### src/rtl/bnte_pkg.sv
// ----------------------------------------------------------------------------
// bnte_pkg
// Types and constants shared by the Base16/32/64 text encoder.
// ----------------------------------------------------------------------------
`default_nettype none

package bnte_pkg;

	// scheme codes held in the mode register
	localparam logic [2:0] MODE_B16U   = 3'd0;
	localparam logic [2:0] MODE_B16L   = 3'd1;
	localparam logic [2:0] MODE_B32    = 3'd2;
	localparam logic [2:0] MODE_B32HEX = 3'd3;
	localparam logic [2:0] MODE_B64    = 3'd4;
	localparam logic [2:0] MODE_B64URL = 3'd5;
	localparam logic [2:0] MODE_RESET  = MODE_B64;

	localparam logic [7:0] PAD_CHAR  = 8'h3D;
	localparam logic [3:0] MAX_CHARS = 4'd8;

	typedef struct packed {
		logic [7:0] data_byte;
		logic       final_byte;
	} byte_word_t;

	typedef struct packed {
		logic [7:0] out_char;
		logic       end_of_text;
	} char_word_t;

	// working state of the byte being encoded
	typedef struct packed {
		logic [15:0] acc;
		logic [3:0]  held;
		logic [2:0]  gp;
		logic [3:0]  cnt;
		logic        fin;
	} enc_state_t;

	// one character step
	typedef struct packed {
		logic       valid;
		logic [7:0] ch;
		logic       last;
		logic       done;
		enc_state_t nxt;
	} step_t;

endpackage

`default_nettype wire

### src/rtl/bnte_step.sv
// ----------------------------------------------------------------------------
// bnte_step
// Picks the next character of the current byte (data, zero-filled tail or
// padding) and works out the state after it.
// ----------------------------------------------------------------------------
`default_nettype none

module bnte_step (
	input  wire logic [2:0]          mode,
	input  wire bnte_pkg::enc_state_t st,
	output bnte_pkg::step_t          stp
);

	function automatic logic [2:0] scheme(logic [2:0] m);
		logic [2:0] r;
		begin
			r = (m > bnte_pkg::MODE_B64URL) ? bnte_pkg::MODE_B64 : m;
			return r;
		end
	endfunction

	function automatic logic [7:0] alpha_char(logic [2:0] s, logic [5:0] idx);
		logic [7:0] i8;
		logic [7:0] r;
		begin
			i8 = {2'b00, idx};
			case (s)
				bnte_pkg::MODE_B16U:   r = (idx < 6'd10) ? 8'h30 + i8 : 8'h37 + i8;
				bnte_pkg::MODE_B16L:   r = (idx < 6'd10) ? 8'h30 + i8 : 8'h57 + i8;
				bnte_pkg::MODE_B32:    r = (idx < 6'd26) ? 8'h41 + i8 : 8'h18 + i8;
				bnte_pkg::MODE_B32HEX: r = (idx < 6'd10) ? 8'h30 + i8 : 8'h37 + i8;
				default: begin
					if (idx < 6'd26)
						r = 8'h41 + i8;
					else if (idx < 6'd52)
						r = 8'h47 + i8;
					else if (idx < 6'd62)
						r = i8 - 8'd4;
					else if (idx == 6'd62)
						r = (s == bnte_pkg::MODE_B64URL) ? 8'h2D : 8'h2B;
					else
						r = (s == bnte_pkg::MODE_B64URL) ? 8'h5F : 8'h2F;
				end
			endcase
			return r;
		end
	endfunction

	logic [2:0]  s;
	logic [2:0]  bpc;
	logic [3:0]  cpg;
	logic [5:0]  mask;
	logic [2:0]  gp_adv;
	logic        room;
	logic        has_data;
	logic        has_left;
	logic        has_pad;
	logic [3:0]  shamt;
	logic [15:0] shifted;
	logic [5:0]  data_idx;
	logic [5:0]  left_lo;
	logic [5:0]  left_idx;
	logic [3:0]  cnt_nxt;
	logic        more;

	always_comb begin
		s = scheme(mode);
		if (s == bnte_pkg::MODE_B16U || s == bnte_pkg::MODE_B16L) begin
			bpc = 3'd4;
			cpg = 4'd2;
		end else if (s == bnte_pkg::MODE_B32 || s == bnte_pkg::MODE_B32HEX) begin
			bpc = 3'd5;
			cpg = 4'd8;
		end else begin
			bpc = 3'd6;
			cpg = 4'd4;
		end
		mask = 6'((7'd1 << bpc) - 7'd1);

		// wrap also covers a position left beyond the group by a mode change
		gp_adv = (({1'b0, st.gp} + 4'd1) >= cpg) ? 3'd0 : st.gp + 3'd1;

		room     = st.cnt < bnte_pkg::MAX_CHARS;
		has_data = (st.held >= {1'b0, bpc}) && room;
		has_left = st.fin && (st.held != 4'd0) && room;
		has_pad  = st.fin && (st.gp != 3'd0) && room;

		shamt    = st.held - {1'b0, bpc};
		shifted  = st.acc >> shamt;
		data_idx = shifted[5:0] & mask;

		// tail bits sit in the low end; zero-fill below them
		left_lo  = st.acc[5:0] & 6'((7'd1 << st.held) - 7'd1);
		left_idx = 6'(left_lo << (bpc - st.held[2:0])) & mask;

		cnt_nxt = st.cnt + 4'd1;

		stp       = '0;
		stp.valid = has_data || has_left || has_pad;
		stp.nxt   = st;
		stp.nxt.cnt = cnt_nxt;
		stp.nxt.gp  = gp_adv;
		if (has_data) begin
			stp.ch = alpha_char(s, data_idx);
			stp.nxt.held = st.held - {1'b0, bpc};
		end else if (has_left) begin
			stp.ch = alpha_char(s, left_idx);
			stp.nxt.held = 4'd0;
		end else begin
			stp.ch = bnte_pkg::PAD_CHAR;
		end

		if (cnt_nxt >= bnte_pkg::MAX_CHARS)
			more = 1'b0;
		else if (st.fin)
			more = (stp.nxt.held != 4'd0) || (stp.nxt.gp != 3'd0);
		else
			more = stp.nxt.held >= {1'b0, bpc};

		stp.done = !more;
		stp.last = st.fin && !more;
		if (st.fin && !more) begin
			// message complete: start the next one clean
			stp.nxt.acc  = '0;
			stp.nxt.held = '0;
			stp.nxt.gp   = '0;
		end
	end

endmodule

`default_nettype wire

### src/rtl/base_n_text_encoder_top.sv
// ----------------------------------------------------------------------------
// base_n_text_encoder_top
// Streaming RFC 4648 Base16 / Base32 / Base64 text encoder.
// ----------------------------------------------------------------------------
// Usage:
//   byte channel : one message byte per word, final_byte set on the last one.
//   char channel : one ASCII character per word, end_of_text set on the last
//                  character of the encoded message (after any '=' padding).
//   cfg channel  : writes the 3-bit mode register (scheme); write only while
//                  no message is in flight. Always ready.
// Path: a byte is taken into the input register, moves to the state
//   register, and its first character leaves through the character register.
// Throughput: one character per cycle while char_ready stays high, set by
//   the single character step unit; a byte yields 1 to 3 characters for
//   data, and up to 8 on the final byte with tail and padding (2 per
//   byte in Base16, 4/3 on average in Base64). The next byte waits in the
//   input register while the current one drains.
// Reset: mode returns to Base64, accumulator, bit count and group position
//   clear, both channels empty.
// Stall: when the receiver holds char_ready low the character register
//   holds its word, the step unit stops, and one byte can still be taken
//   into the input register.
// ----------------------------------------------------------------------------
`default_nettype none

module base_n_text_encoder_top (
	input  wire logic                 clk,
	input  wire logic                 arst_n,
	input  wire logic                 byte_valid,
	output logic                      byte_ready,
	input  wire bnte_pkg::byte_word_t byte_word,
	output logic                      char_valid,
	input  wire logic                 char_ready,
	output bnte_pkg::char_word_t      char_word,
	input  wire logic                 cfg_valid,
	output logic                      cfg_ready,
	input  wire logic [2:0]           cfg_mode
);

	logic [2:0]           mode_reg_q;
	logic                 byte_valid_s1;
	bnte_pkg::byte_word_t byte_word_s1;
	bnte_pkg::enc_state_t st_q;
	bnte_pkg::enc_state_t base;
	logic                 busy_q;
	logic                 char_valid_q;
	bnte_pkg::char_word_t char_word_q;
	bnte_pkg::step_t      stp;
	logic                 emit;
	logic                 load;

	assign cfg_ready = 1'b1;

	always_ff @(posedge clk or negedge arst_n) begin
		if (!arst_n) begin
			mode_reg_q <= bnte_pkg::MODE_RESET;
		end else if (cfg_valid) begin
			mode_reg_q <= cfg_mode;
		end
	end

	bnte_step u_step (
		.mode (mode_reg_q),
		.st   (st_q),
		.stp  (stp)
	);

	assign emit = busy_q && stp.valid && (!char_valid_q || char_ready);
	assign load = byte_valid_s1 && (!busy_q || (emit && stp.done));
	assign base = emit ? stp.nxt : st_q;

	assign byte_ready = !byte_valid_s1 || load;

	always_ff @(posedge clk or negedge arst_n) begin
		if (!arst_n) begin
			byte_valid_s1 <= 1'b0;
		end else if (byte_ready) begin
			byte_valid_s1 <= byte_valid;
		end
	end

	always_ff @(posedge clk) begin
		if (byte_valid && byte_ready)
			byte_word_s1 <= byte_word;
	end

	always_ff @(posedge clk or negedge arst_n) begin
		if (!arst_n) begin
			st_q   <= '0;
			busy_q <= 1'b0;
		end else if (load) begin
			// append the byte below the bits still held
			st_q.acc  <= {base.acc[7:0], byte_word_s1.data_byte};
			st_q.held <= base.held + 4'd8;
			st_q.gp   <= base.gp;
			st_q.cnt  <= '0;
			st_q.fin  <= byte_word_s1.final_byte;
			busy_q    <= 1'b1;
		end else if (emit) begin
			st_q <= stp.nxt;
			if (stp.done)
				busy_q <= 1'b0;
		end
	end

	always_ff @(posedge clk or negedge arst_n) begin
		if (!arst_n) begin
			char_valid_q <= 1'b0;
		end else if (emit) begin
			char_valid_q <= 1'b1;
		end else if (char_ready) begin
			char_valid_q <= 1'b0;
		end
	end

	always_ff @(posedge clk) begin
		if (emit) begin
			char_word_q.out_char    <= stp.ch;
			char_word_q.end_of_text <= stp.last;
		end
	end

	assign char_valid = char_valid_q;
	assign char_word  = char_word_q;

endmodule

`default_nettype wire

### config.mk
export PLATFORM = sky130hd
export DESIGN_NAME = base_n_text_encoder_top
export DESIGN_NICKNAME = d
export VERILOG_FILES = /design/src/rtl/bnte_pkg.sv /design/src/rtl/bnte_step.sv /design/src/rtl/base_n_text_encoder_top.sv
export SDC_FILE = /design/constraint.sdc
export NUM_CORES = 1
export LEC_CHECK = 0
export BUFFER_PORTS_ARGS = -buffer_cell sky130_fd_sc_hd__buf_4
export CORE_MARGIN = 2
export CORE_UTILIZATION = 50
export CTS_CLUSTER_DIAMETER = 100
export CTS_CLUSTER_SIZE = 12
export DETAILED_ROUTE_END_ITERATION = 10
export PLACE_DENSITY = 0.75
export SLEW_MARGIN = 20
export SYNTH_ARGS = -nofsm -noshare
export SYNTH_HDL_FRONTEND = slang
export SYNTH_SLANG_ARGS = --single-unit
export TNS_END_PERCENT = 20
### constraint.sdc
create_clock -name clk -period 5.3 [get_ports clk]
set_input_delay 1.06 -clock clk [delete_from_list [all_inputs] [get_ports clk]]
set_output_delay 1.06 -clock clk [all_outputs]
set_load 0.02 [all_outputs]
==> results by stage <==
Status:
- The flow ran to the end, and the final reports show no timing, DRC or antenna violations.

Floorplan:
- The width of the chip is 109 µm.
- The row count is 38.
- The die footprint is 11800 µm².
- The overall die height is 109 µm.
- Once the floorplan was initialized, standard cells occupied between 50% and 60% of the core.
- During I/O placement, the number of pins put on the boundary was 29.
- The floorplan step defined a core boundary enclosing 10700 µm².

Critical path:
- The slowest stage of the critical path belongs to the cell sky130_fd_sc_hd__fa_2.
- The worst setup path is launched from a flip-flop.
- The arrival time reported for the critical path endpoint is between 4 and 5 ns.
- The cell count along the critical path is 20.
- The type of the setup path with the least slack is flip-flop to primary output.
- The kind of cell with the highest combined delay on the critical path is compound AO/OA/AOI/OAI gates.
- The largest incremental delay on the critical path is 0.43 ns.
- The most used cell along the critical path is sky130_fd_sc_hd__inv_1.
- The element type at the critical path end is a primary output.
- The data required time at the worst endpoint is ~4.2 ns.
- The worst path buffer plus inverter count is 6.
- In this run the worst path has a maximum fanout of 6.
- Traced cell by cell, the critical path runs through inv_1 > nand2_1 > inv_1 > ha_1 > inv_1 > fa_2 > a21o_1 > a21oi_2 > or2_4 > mux2i_4 > inv_1 > ha_1 > nand2b_1 > a211oi_1 > o21ai_0 > o21ai_1 > a21bo_2 > inv_1 > nand2_1 > buf_4.
- The depth of the worst register-to-register path is 17.

Clock network:
- The CTS tree is built.
- The CTS buffer count is 5.
- CTS placed an instance of sky130_fd_sc_hd__clkbuf_8 at the clock tree root.
- The number of buffers added to fix hold violations after cts is 0.
- The maximum level of the CTS H-tree is 2.
- The maximum clock insertion buffer count is 2.
- The later pin in the worst-skew pair is clocked with a latency of approximately 0.33 ns.
- The clock net in this run drives a total of 52 sinks.
- After clock tree synthesis, the clock-pin slew on the worst setup and hold paths is 0.10 ns.

Yosys:
- The cell count after synthesis is around 670.
- The number of warnings issued by yosys is 0.
- The post-synth design cell area is about 5500 µm².
- The average instance in the mapped netlist occupies between 8 and 9 µm².
- The distinct cell type count after synthesis is 85.
- After synthesis the netlist holds a flip-flop and latch count of 52.
- The number of flops mapped to enable cells by yosys is 18.
- Among all flip-flop cells after synthesis, the most frequent one is sky130_fd_sc_hd__dfrtp_1.
- The share of the yosys chip area belonging to registers is about a quarter.
- The share of synthesized flip-flops with an asynchronous set or reset is about two thirds.
- Counting every net in the synthesized netlist gives between 700 and 800.

Final layout:
- Cells with a size suffix above 1 make up between 10 and 15% of the layout.
- In the final design database the tool counted 745 nets.
- Compared with the post-synthesis result, the final layout area differs by 8.82%.
- The library cells used most frequently in the layout, excluding fill and tap cells, are sky130_fd_sc_hd__nand2_1 (80), sky130_fd_sc_hd__buf_4 (54), sky130_fd_sc_hd__nor2_1 (48), sky130_fd_sc_hd__ha_1 (42), sky130_fd_sc_hd__o21ai_0 (39).
- The filler cell count in the final layout is 1026.
- The final cell area excluding filler cells is ~6000 µm².
- The most common library cell in the layout ignoring fill and taps is sky130_fd_sc_hd__nand2_1.
- The number of antenna diodes in the final layout is 0.

Timing:
- The total count of hold-check failures in the final report came to 0.
- On the final layout, the worst clock skew is 0.0147 ns.
- The post-route clock period utilization is 97.5%.
- The final-report max-slew violation count came to 0.
- Counting I/O delays and the setup requirement, the final critical path takes between 5 and 6 ns.
- The slew at the pin closest to its max-slew limit is 1.11 ns.
- Timing would allow up to between 150 and 200 MHz.
- The worst-case headroom to the max-slew limit is roughly 25%.
- The sum of negative setup slack is 0 ns.
- The number of failing setup endpoints in the final timing report is 0.
- Setup repair after global routing could not meet its margin everywhere.

Placement:
- The total half-perimeter wirelength after legalization and detailed placement is between 10000 and 15000 µm.
- Summing all placed instances gives a cell area of 5810 µm².
- In this run the tool buffered the top-level ports with 27 buffer cells.
- The congestion estimate from routability-driven global placement came to around 1.0.

Route:
- After detailed routing, the number of vias per cell comes to about 6.3.
- After detailed routing, the total wire length is between 15000 and 20000 µm.
- The post-route antenna net violation count is 0.
- After detailed routing, the average wire length per cell comes to ~20 µm.
- For this run, design rule violations remaining after detail routing come to 0.
- The overall via count from detail_route is 5228.
- The first routing iteration left around 420 violations.
- The detailed-routing iteration count for the pre-antenna-repair pass is 5.

Worst hold path:
- The worst hold path was traced through 2 stages.
- The worst hold path belongs to the class flip-flop to flip-flop.

Global routing:
- The wire length of the first global-routing pass is 25600 µm.
- The total global routing overflow is 0.
- The global router's overall resource usage is between 20 and 30%.
- The pin count of the biggest net entering global routing is 39.
- The via count of the first global-routing pass came to 4950.
- The initial antenna violation count is 0.

Job:
- The count of maximum capacitance violations is 0.
## final timing paths
path                                 startpoint            end  slack [ns]
worst min-delay path            byte_word_s1[3]       st_q[14]        0.46
worst max-delay path              mode_reg_q[2]     byte_ready        0.13
worst max register to register    mode_reg_q[2]   char_word[4]        0.29
max in group asynchronous                arst_n  mode_reg_q[2]        4.30
min in group asynchronous                arst_n       st_q[11]        0.66
worst min register to register  byte_word_s1[3]       st_q[14]        0.46
## flip-flops by register name (all words and copies together) (netlist names)
register and count:
busy_q 1, byte_valid_s1 1, byte_word_s1 9, char_valid 1, char_word 9, mode_reg_q 3
st_q 28
## logic make-up after synthesis
family                   Yosys count  synth area share [%]
multiplexers                      29                  6.68
XOR/XNOR                          26                  4.44
AO/OA/AOI/OAI                    193                  24.9
AND/OR/NAND/NOR                  240                  21.3
flip-flops                        52                  25.4
other                              1                0.0685
buffers and inverters             81                  6.88
adder cells (fa/ha/maj)           44                  10.3
## metrics by stage
stage | utilization [%] | hold WS [ns] | cells | worst slack (ns)
2_1_floorplan | - | 0.424 | 666 | 0.0663
3_3_place_gp | 54.1 | 0.433 | 816 | 0.258
3_5_place_dp | 54.1 | 0.435 | 816 | 0.131
4_1_cts | 55.3 | 0.461 | 824 | 0.0169
5_1_grt | 55.4 | 0.489 | 825 | -0.116
6_report | 55.4 | 0.461 | 825 | 0.133
## metal layers
metal  track usage [%]  wire (µm)
met5                 0          0
met4              9.16        449
met3              4.18        839
met2              48.2       7880
met1              35.5       6850
## worst register-to-register path, cell delays in order (launching register included)
cell                       delay, ns
sky130_fd_sc_hd__dfstp_2        0.38
sky130_fd_sc_hd__inv_1          0.06
sky130_fd_sc_hd__nand2_1        0.11
sky130_fd_sc_hd__inv_1          0.15
sky130_fd_sc_hd__ha_1           0.23
sky130_fd_sc_hd__inv_1          0.07
sky130_fd_sc_hd__fa_2           0.43
sky130_fd_sc_hd__xnor2_2        0.44
sky130_fd_sc_hd__nor2_1         0.09
sky130_fd_sc_hd__or3_1          0.31
sky130_fd_sc_hd__a311o_1        0.34
sky130_fd_sc_hd__inv_1          0.19
sky130_fd_sc_hd__ha_1           0.20
sky130_fd_sc_hd__nand2_1        0.07
sky130_fd_sc_hd__o211ai_1       0.88
sky130_fd_sc_hd__nor3_1         0.11
sky130_fd_sc_hd__nor4_1         0.58
sky130_fd_sc_hd__o22a_1         0.25
## cell usage after synthesis, drive strengths merged, types with 3 or more instances
library cell  count  area (µm²)
nand4             6        37.5
o31ai            13         103
mux4              4        97.6
a31oi             6        37.5
edfxtp           18         541
dfrtp            33         826
a32oi             3        26.3
nand2b           14        87.6
o211a             4        40.0
buf              20         145
a311oi            4        35.0
ha               42         526
a21oi            36         184
or4               4        33.8
o22ai             6        37.5
nor2             48         180
o2111ai           4        35.0
nor4              3        18.8
nand2            80         300
o211ai           11        82.6
nand3            25         125
mux2i            14         140
o21ai            42         210
and2              9        56.3
xnor2            16         148
o311a             3        30.0
or3               7        43.8
inv              37         141
mux2             11         128
a21boi            4        30.0
a21o              9        67.6
xor2             10        95.1
o32ai             7        68.8
o41ai             3        26.3
a211o             5        43.8
clkbuf           23        86.3
or2               3        18.8
a211oi            9        85.1
nor3             21         116
nor2b             5        31.3
and3              8        50.1
## what timing repair did
item,4_1_cts,5_1_grt
pin swaps,0,1
setup endpoints to repair,1,17
buffers inserted,0,1
gates resized for setup,4,3
## final cells by class
class / count / area (µm²) / area share [%]
clock inverter: 3 / 42.5 / 0.714
tap: 140 / 175 / 2.94
sequential: 52 / 1390 / 23.4
timing repair buffer: 54 / 405 / 6.81
multi-input combinational: 533 / 3730 / 62.6
clock buffer: 5 / 68.8 / 1.16
inverter: 38 / 145 / 2.44
Power is left out: the tool's default activity adds up to more than one toggle a clock period on the data nets, which glitch-free logic cannot reach.
